File: src/hdl/avrexe_pkg.sv
`timescale 1ns / 1ps

package avrexe_pkg;

    // Status register bit positions
    localparam int unsigned FLAG_C = 0;
    localparam int unsigned FLAG_Z = 1;
    localparam int unsigned FLAG_N = 2;
    localparam int unsigned FLAG_V = 3;
    localparam int unsigned FLAG_S = 4;
    localparam int unsigned FLAG_H = 5;

    localparam int unsigned INSN_W  = 16;
    localparam int unsigned REG_W   = 5;
    localparam int unsigned PAIR_W  = 4;
    localparam int unsigned VALUE_W = 16;
    localparam int unsigned SREG_W  = 8;
    localparam int unsigned NPC_W   = 14;
    localparam int unsigned OUT_W   = 48;

    // What the execute stage hands back for one instruction
    typedef struct packed {
        logic                 legal;
        logic [REG_W-1:0]     dest_index;
        logic [VALUE_W-1:0]   dest_value;
        logic [PAIR_W-1:0]    wr_pair;
        logic [1:0]           wr_bytes;
        logic [VALUE_W-1:0]   wr_data;
        logic [SREG_W-1:0]    sreg;
    } alu_res_t;

    // Destination register of an instruction, as the encoding gives it
    function automatic logic [REG_W-1:0] dest_reg(input logic [INSN_W-1:0] op);
        logic [REG_W-1:0] d;
        d = op[8:4];
        if (op[15:8] == 8'h96) begin
            d = {2'b11, op[5:4], 1'b0};
        end else if (op[15:12] == 4'h7 || op[15:12] == 4'hE) begin
            d = {1'b1, op[7:4]};
        end
        return d;
    endfunction

    // Source register of a two-register instruction
    function automatic logic [REG_W-1:0] src_reg(input logic [INSN_W-1:0] op);
        return {op[9], op[3:0]};
    endfunction

endpackage

File: src/hdl/avrexe_alu.sv
`timescale 1ns / 1ps

module avrexe_alu (
    input  logic [avrexe_pkg::INSN_W-1:0]  instruction,
    input  logic [avrexe_pkg::VALUE_W-1:0] pair_d,
    input  logic [avrexe_pkg::VALUE_W-1:0] pair_r,
    input  logic [avrexe_pkg::SREG_W-1:0]  sreg,
    output avrexe_pkg::alu_res_t           res
);
    import avrexe_pkg::*;

    logic [7:0]       hi;
    logic [REG_W-1:0] d;
    logic [REG_W-1:0] r;
    logic             is_add, is_adc, is_adiw, is_and, is_andi, is_ldi;
    logic [7:0]       rd, rr, imm, and_b, and_res;
    logic             cin;
    logic [8:0]       sum9;
    logic [4:0]       half5;
    logic             v8;
    logic [15:0]      adiw_res;
    logic             adiw_v;
    logic [SREG_W-1:0] s;

    assign hi      = instruction[15:8];
    assign d       = dest_reg(instruction);
    assign r       = src_reg(instruction);
    assign is_add  = (hi[7:2] == 6'b000011);
    assign is_adc  = (hi[7:2] == 6'b000111);
    assign is_adiw = (hi == 8'h96);
    assign is_and  = (hi[7:2] == 6'b001000);
    assign is_andi = (hi[7:4] == 4'h7);
    assign is_ldi  = (hi[7:4] == 4'hE);

    // Pick the operand bytes out of their pairs
    assign rd  = d[0] ? pair_d[15:8] : pair_d[7:0];
    assign rr  = r[0] ? pair_r[15:8] : pair_r[7:0];
    assign imm = {instruction[11:8], instruction[3:0]};

    // Byte add, with carry in for ADC
    assign cin   = is_adc & sreg[FLAG_C];
    assign sum9  = {1'b0, rd} + {1'b0, rr} + {8'b0, cin};
    assign half5 = {1'b0, rd[3:0]} + {1'b0, rr[3:0]} + {4'b0, cin};
    assign v8    = (rd[7] & rr[7] & ~sum9[7]) | (~rd[7] & ~rr[7] & sum9[7]);

    // Logical and, register or immediate operand
    assign and_b   = is_andi ? imm : rr;
    assign and_res = rd & and_b;

    // Word add on the upper register pairs
    assign adiw_res = pair_d + {10'b0, instruction[7:6], instruction[3:0]};
    assign adiw_v   = ~pair_d[15] & adiw_res[15];

    always_comb begin
        s            = sreg;
        res.legal    = 1'b1;
        res.dest_index = d;
        res.dest_value = '0;
        res.wr_pair  = d[4:1];
        res.wr_bytes = d[0] ? 2'b10 : 2'b01;
        res.wr_data  = '0;
        unique if (is_add || is_adc) begin
            s[FLAG_C] = sum9[8];
            s[FLAG_Z] = (sum9[7:0] == 8'h00);
            s[FLAG_N] = sum9[7];
            s[FLAG_V] = v8;
            s[FLAG_S] = sum9[7] ^ v8;
            s[FLAG_H] = half5[4];
            res.dest_value = {8'b0, sum9[7:0]};
        end else if (is_adiw) begin
            s[FLAG_V] = adiw_v;
            s[FLAG_N] = adiw_res[15];
            s[FLAG_S] = adiw_res[15] ^ adiw_v;
            s[FLAG_Z] = (adiw_res == 16'h0000);
            s[FLAG_C] = pair_d[15] & ~adiw_res[15];
            res.dest_value = adiw_res;
            res.wr_bytes   = 2'b11;
        end else if (is_and || is_andi) begin
            s[FLAG_V] = 1'b0;
            s[FLAG_N] = and_res[7];
            s[FLAG_S] = and_res[7];
            s[FLAG_Z] = (and_res == 8'h00);
            res.dest_value = {8'b0, and_res};
        end else if (is_ldi) begin
            res.dest_value = {8'b0, imm};
        end else begin
            // unsupported opcode: report it and touch nothing
            res.legal      = 1'b0;
            res.dest_index = '0;
            res.wr_bytes   = 2'b00;
        end
        res.sreg = s;
        res.wr_data = res.wr_bytes == 2'b11 ? res.dest_value
                                            : {res.dest_value[7:0], res.dest_value[7:0]};
    end

endmodule

File: src/hdl/avr_alu_subset_execute_unit.sv
`timescale 1ns / 1ps

// Channel   Dir  Handshake           Payload
// s_        in   s_tvalid/s_tready   s_tdata: instruction word
// m_        out  m_tvalid/m_tready   m_tdata: dest_index, dest_value, status_flags,
//                                    next_pc, illegal
//
// One instruction per clock while m_ is not stalled. A beat is taken into the operand
// stage while the register file is read; it then executes and loads the result register.
// A write-first bypass on the register file read lets back to back instructions
// depend on each other. Reset clears the register file valid bits, SREG and PC.
// A stall on m_ holds the result register and then the operand stage.
module avr_alu_subset_execute_unit #(
    parameter int unsigned PC_BITS = 14
) (
    input  logic                            aclk,
    input  logic                            aresetn,
    input  logic                            s_tvalid,
    output logic                            s_tready,
    input  logic [avrexe_pkg::INSN_W-1:0]   s_tdata,   // [15:0] instruction
    output logic                            m_tvalid,
    input  logic                            m_tready,
    // [4:0] dest_index, [20:5] dest_value, [28:21] status_flags,
    // [42:29] next_pc, [43] illegal, [47:44] zero
    output logic [avrexe_pkg::OUT_W-1:0]    m_tdata
);
    import avrexe_pkg::*;

    localparam int unsigned NPAIRS = 16;

    // Register file as 16 pairs, low and high byte
    logic [7:0] mem_lo [NPAIRS];
    logic [7:0] mem_hi [NPAIRS];
    logic [NPAIRS-1:0] vld_lo_reg, vld_hi_reg;

    logic                 op_valid_reg;
    logic [INSN_W-1:0]    op_insn_reg;
    logic [VALUE_W-1:0]   pair_d_reg, pair_r_reg;
    logic [SREG_W-1:0]    sreg_reg;
    logic [PC_BITS-1:0]   pc_reg, pc_next;
    logic                 m_valid_reg;
    logic [OUT_W-1:0]     m_data_reg, m_data_next;

    logic                 s_fire, ex_fire, wr_en;
    logic [PAIR_W-1:0]    rd_pair_d, rd_pair_r;
    logic [REG_W-1:0]     dsel, rsel;
    alu_res_t             alu;

    assign ex_fire  = op_valid_reg & (~m_valid_reg | m_tready);
    assign s_tready = ~op_valid_reg | ex_fire;
    assign s_fire   = s_tvalid & s_tready;
    assign wr_en    = ex_fire & alu.legal;

    assign dsel      = dest_reg(s_tdata);
    assign rsel      = src_reg(s_tdata);
    assign rd_pair_d = dsel[4:1];
    assign rd_pair_r = rsel[4:1];

    avrexe_alu u_alu (
        .instruction (op_insn_reg),
        .pair_d      (pair_d_reg),
        .pair_r      (pair_r_reg),
        .sreg        (sreg_reg),
        .res         (alu)
    );

    // Write the register file bytes
    always_ff @(posedge aclk) begin
        if (wr_en && alu.wr_bytes[0]) begin
            mem_lo[alu.wr_pair] <= alu.wr_data[7:0];
        end
        if (wr_en && alu.wr_bytes[1]) begin
            mem_hi[alu.wr_pair] <= alu.wr_data[15:8];
        end
    end

    // Track which bytes hold data since reset
    always_ff @(posedge aclk) begin
        if (!aresetn) begin
            vld_lo_reg <= '0;
            vld_hi_reg <= '0;
        end else if (wr_en) begin
            if (alu.wr_bytes[0]) vld_lo_reg[alu.wr_pair] <= 1'b1;
            if (alu.wr_bytes[1]) vld_hi_reg[alu.wr_pair] <= 1'b1;
        end
    end

    // Read both operand pairs on accept, forwarding a write on the same edge
    always_ff @(posedge aclk) begin
        if (s_fire) begin
            op_insn_reg <= s_tdata;
            if (wr_en && alu.wr_bytes[0] && alu.wr_pair == rd_pair_d)
                pair_d_reg[7:0] <= alu.wr_data[7:0];
            else
                pair_d_reg[7:0] <= vld_lo_reg[rd_pair_d] ? mem_lo[rd_pair_d] : 8'h00;
            if (wr_en && alu.wr_bytes[1] && alu.wr_pair == rd_pair_d)
                pair_d_reg[15:8] <= alu.wr_data[15:8];
            else
                pair_d_reg[15:8] <= vld_hi_reg[rd_pair_d] ? mem_hi[rd_pair_d] : 8'h00;
            if (wr_en && alu.wr_bytes[0] && alu.wr_pair == rd_pair_r)
                pair_r_reg[7:0] <= alu.wr_data[7:0];
            else
                pair_r_reg[7:0] <= vld_lo_reg[rd_pair_r] ? mem_lo[rd_pair_r] : 8'h00;
            if (wr_en && alu.wr_bytes[1] && alu.wr_pair == rd_pair_r)
                pair_r_reg[15:8] <= alu.wr_data[15:8];
            else
                pair_r_reg[15:8] <= vld_hi_reg[rd_pair_r] ? mem_hi[rd_pair_r] : 8'h00;
        end
    end

    // Advance PC on legal instructions and pack the result beat
    always_comb begin
        pc_next = pc_reg + (alu.legal ? PC_BITS'(1) : PC_BITS'(0));
        m_data_next = {4'b0, ~alu.legal, NPC_W'(pc_next), alu.sreg,
                       alu.dest_value, alu.dest_index};
    end

    // Control state: operand stage, result stage, SREG, PC
    always_ff @(posedge aclk) begin
        if (!aresetn) begin
            op_valid_reg <= 1'b0;
            m_valid_reg  <= 1'b0;
            sreg_reg     <= '0;
            pc_reg       <= '0;
        end else begin
            if (s_fire)
                op_valid_reg <= 1'b1;
            else if (ex_fire)
                op_valid_reg <= 1'b0;
            if (ex_fire) begin
                m_valid_reg <= 1'b1;
                sreg_reg    <= alu.sreg;
                pc_reg      <= pc_next;
            end else if (m_tready) begin
                m_valid_reg <= 1'b0;
            end
        end
    end

    // Hold the result payload until taken
    always_ff @(posedge aclk) begin
        if (ex_fire) begin
            m_data_reg <= m_data_next;
        end
    end

    assign m_tvalid = m_valid_reg;
    assign m_tdata  = m_data_reg;

endmodule

File: config.mk
export PLATFORM = sky130hd
export DESIGN_NAME = avr_alu_subset_execute_unit
export DESIGN_NICKNAME = d
export VERILOG_FILES = /design/src/hdl/avrexe_pkg.sv /design/src/hdl/avrexe_alu.sv /design/src/hdl/avr_alu_subset_execute_unit.sv
export SDC_FILE = /design/constraint.sdc
export NUM_CORES = 1
export LEC_CHECK = 0
export BUFFER_PORTS_ARGS = -buffer_cell sky130_fd_sc_hd__buf_2
export CORE_MARGIN = 8
export CORE_UTILIZATION = 25
export CTS_CLUSTER_DIAMETER = 80
export CTS_CLUSTER_SIZE = 16
export DETAILED_ROUTE_END_ITERATION = 8
export HOLD_SLACK_MARGIN = 0.12
export SLEW_MARGIN = 20
export SYNTH_ARGS = -nofsm -noshare
export SYNTH_HDL_FRONTEND = slang
export SYNTH_SLANG_ARGS = --single-unit
File: constraint.sdc
create_clock -name aclk -period 5.1 [get_ports aclk]
set_clock_uncertainty 0.1 [all_clocks]
set_input_delay 0.255 -clock aclk [delete_from_list [all_inputs] [get_ports aclk]]
set_output_delay 0.255 -clock aclk [all_outputs]
set_load 0.05 [all_outputs]
==> metrics.md <==
| Metric | Value |
|---|---|
| Status | complete, no violations |
| Power density over cell area | just under 300 nW/um^2 |
| Synth top area share | roughly half |
| Reg-to-reg endpoint | pair_r_reg[15] |
| Crit path capture type | flop |
| CTS HTree Levels | 1 |
| Worst-case reg-to-reg path depth | 16 |
| Synth unique cells | 91 |
| Reg clk slew, reported paths | 0.08 ns |
| Placed Cells | 2609 |
| Hold Vio Cnt, Final | 0 |
| Final cell count without fillers | about 2700 |
| First-pass GRT wire length | 90.83 mm |
| Vias/cell | a little over 5 |
| FP Rows | 104 |
| Hold Path Sink | vld_lo_reg[0] |
| Post-route clock period utilization | 95.86% |
| Worst Hold Class | in2reg |
| Final hold slack | 0.1786 ns |
| Placer congestion estimate | 0.9136 |
| Area contributors post-synth | edfxtp_1, mux4_2, dfxtp_1 |
| Root buffer cell | clkbuf_16 |
| Data arrival, critical path | between 5 and 6 ns |
| Initial DRC count | 1139 |
| R2r setup slk | 0.21 ns |
| Worst-Skew Late Latency | around 0.6 ns |
| Mean Syn Cell Area | 13.44 sq um |
| Vias in the first global route | 13947 |
| Synthesized flop and latch total | 400 |
| Rel. slew slack | 40.72% |
| Post-synthesis cell count | 1510 |
| Setup Viol. Count Final | 0 |
| Die height | 300.9 um |
| Slew Limit Fails | 0 |
| Antenna diodes | 0 |
| Worst-path fanout max | 7 |
| Seq/Total Area, Yosys | roughly 57% |
| Synth area leader | edfxtp_1 |
| CTS Buf Count | 30 |
| Drt first pass iters | 7 |
| Total grt overflow | 0 |
| RSZ-0062 raised after global routing | false |
| Final net count | 1639 |
| Post-synth EDFFs | 346 |
| DRC errors left | 0 |
| Clock Tree Buf Depth | 3 |
| Worst EP required | 5.34 ns |
| WL final | slightly above 60 mm |
| Hold Path Stages | 3 |
| Maximum vdd drop | 0.3078 mV |
| Clock sinks | 400 |
| Total Power | 6.747 mW |
| Yosys Warn Count | 0 |
| Top-count cell post-synth | edfxtp_1 |
| Worst slew pin tran | around 0.9 ns |
| Vias | 13806 |
| Detail Route Antenna Nets | 0 |
| Routed len/inst | 22.90 um |
| Initial antenna violation count | 0 |
| Area of the core | about 80000 sq um |
| I/O pin count | 70 |
| Max-cap check violation count | 0 |
| Chip Width | 300.9 um |
| Post-DP HPWL | 41.33 mm |
| CP Class | reg2reg |
| Total GRT Usage | about an eighth |
| Post-synth top flop | edfxtp_1 |
| CTS tree | built |
| Asr flop ratio synth | 0% |
| Tmin final | 4.889 ns |
| Die Footprint | 90520 sq um |
| Layout Area Growth over Synthesis | 14.02% |
| Largest net degree at the start of global routing | 55 |
| HP Start | aresetn |
| Initial Utilization | 25.23% |
| Share of layout cells above drive strength 1 | 20.99% |
| Peak Freq | 204.5 MHz |
| Mapped Area | 20290 sq um |
| Worst reg2reg startpoint | op_insn_reg[10] |
| Port Buffers | 63 |
| Synth cell count leaders | edfxtp_1, nand2_1, nor2_1, mux2i_1, mux4_2 |
| Pleak | 8.050 nW |
| Nature of the critical path startpoint | flop |
## report_power, final
group | total [mW] | switching (mW) | internal [mW] | leakage (nW)
Clock | 2.32 | 1.17 | 1.16 | 0.432
Sequential | 3.64 | 0.0458 | 3.59 | 3.70
Combinational | 0.784 | 0.505 | 0.279 | 3.92
## stage by stage
stage	util, %	TNS, ns	setup WS (ns)	cell area, sq um
after floorplan	-	0	0.5764	20310
after global placement	27.43	0	0.09336	22060
after detailed placement	27.43	-0.03412	-0.03412	22060
after CTS	28.74	0	0.1237	23110
after global routing	28.76	0	0.006327	23130
final	28.76	0	0.2111	23130
## how the worst max path moves through the flow
stage | from | endpoint | cells past startpoint
2_1_floorplan | op_insn_reg[13] | pair_r_reg[15] | 16
3_3_place_gp | op_insn_reg[10] | pair_r_reg[15] | 16
3_5_place_dp | op_insn_reg[10] | pair_r_reg[15] | 16
4_1_cts | op_insn_reg[10] | pair_r_reg[15] | 16
5_1_grt | op_insn_reg[10] | pair_r_reg[15] | 16
6_report | op_insn_reg[10] | pair_r_reg[15] | 16
## critical path: stages (launching register included)
cell      delay, ns
edfxtp_1       0.44
or3b_4         0.45
o31ai_4        0.36
buf_4          0.23
mux2_2         0.37
ha_1           0.34
o21a_1         0.16
o21ai_0        0.13
a21oi_1        0.23
o21a_1         0.14
nor2_1         0.06
fa_1           0.61
nor2_1         0.09
a211o_1        0.36
nor2_1         0.20
a21oi_4        0.07
mux2_4         0.27
## layout by cell type (no fill, tap or decap), types with 19 or more instances in the layout
cell type,count
edfxtp_1,346
nand2_1,133
nor2_1,107
mux2i_1,103
mux4_2,99
buf_4,69
a21oi_1,67
buf_2,61
o21ai_0,55
dfxtp_1,54
o21a_1,43
mux2_2,32
clkbuf_16,31
xnor2_1,27
nand3_1,24
inv_1,24
o22ai_1,20
clkbuf_1,20
xor2_1,19
ha_1,19
## kinds of logic (layout without fill, tap and decap cells)
group | after synthesis | count (layout) | share of synthesized area, %
flops | 400 | 400 | 56.54
mux | 238 | 238 | 18.14
buf+inv | 127 | 232 | 2.812
other cells | 1 | 6 | 0.01848
fa+ha+maj | 23 | 23 | 1.567
compound gates | 303 | 303 | 10.18
simple gates | 372 | 372 | 8.752
xor+xnor | 46 | 46 | 1.986
## cell type report
type                    count  area (sq um)
clock inverters             4         41.29
well taps                1060          1326
flip-flops and latches    400         11470
repair buffers            147          1023
clock buffers              52         864.6
multi-input cells         988          8295
inverters                  29         108.9
fillers                  8100         57290
## metal layers
layer  vias up  GRT usage (%)  part of all wire (%)
met5         -              0                     0
met3       123          1.890                   7.5
met1      7074          16.76                    40
met2       608          22.44                    49
met4         0          4.300                   3.2
li1       6001              -                     -
## what timing repair did
item                                    in CTS  in global routing
gates resized for setup                      1                  0
hold buffers                                14                  0
hold endpoints to repair                    13                  0
buffers inserted                             0                  1
endpoints found under the setup margin       2                 18
cloned                                       0                  0
Power figures use the tool's default switching activity.
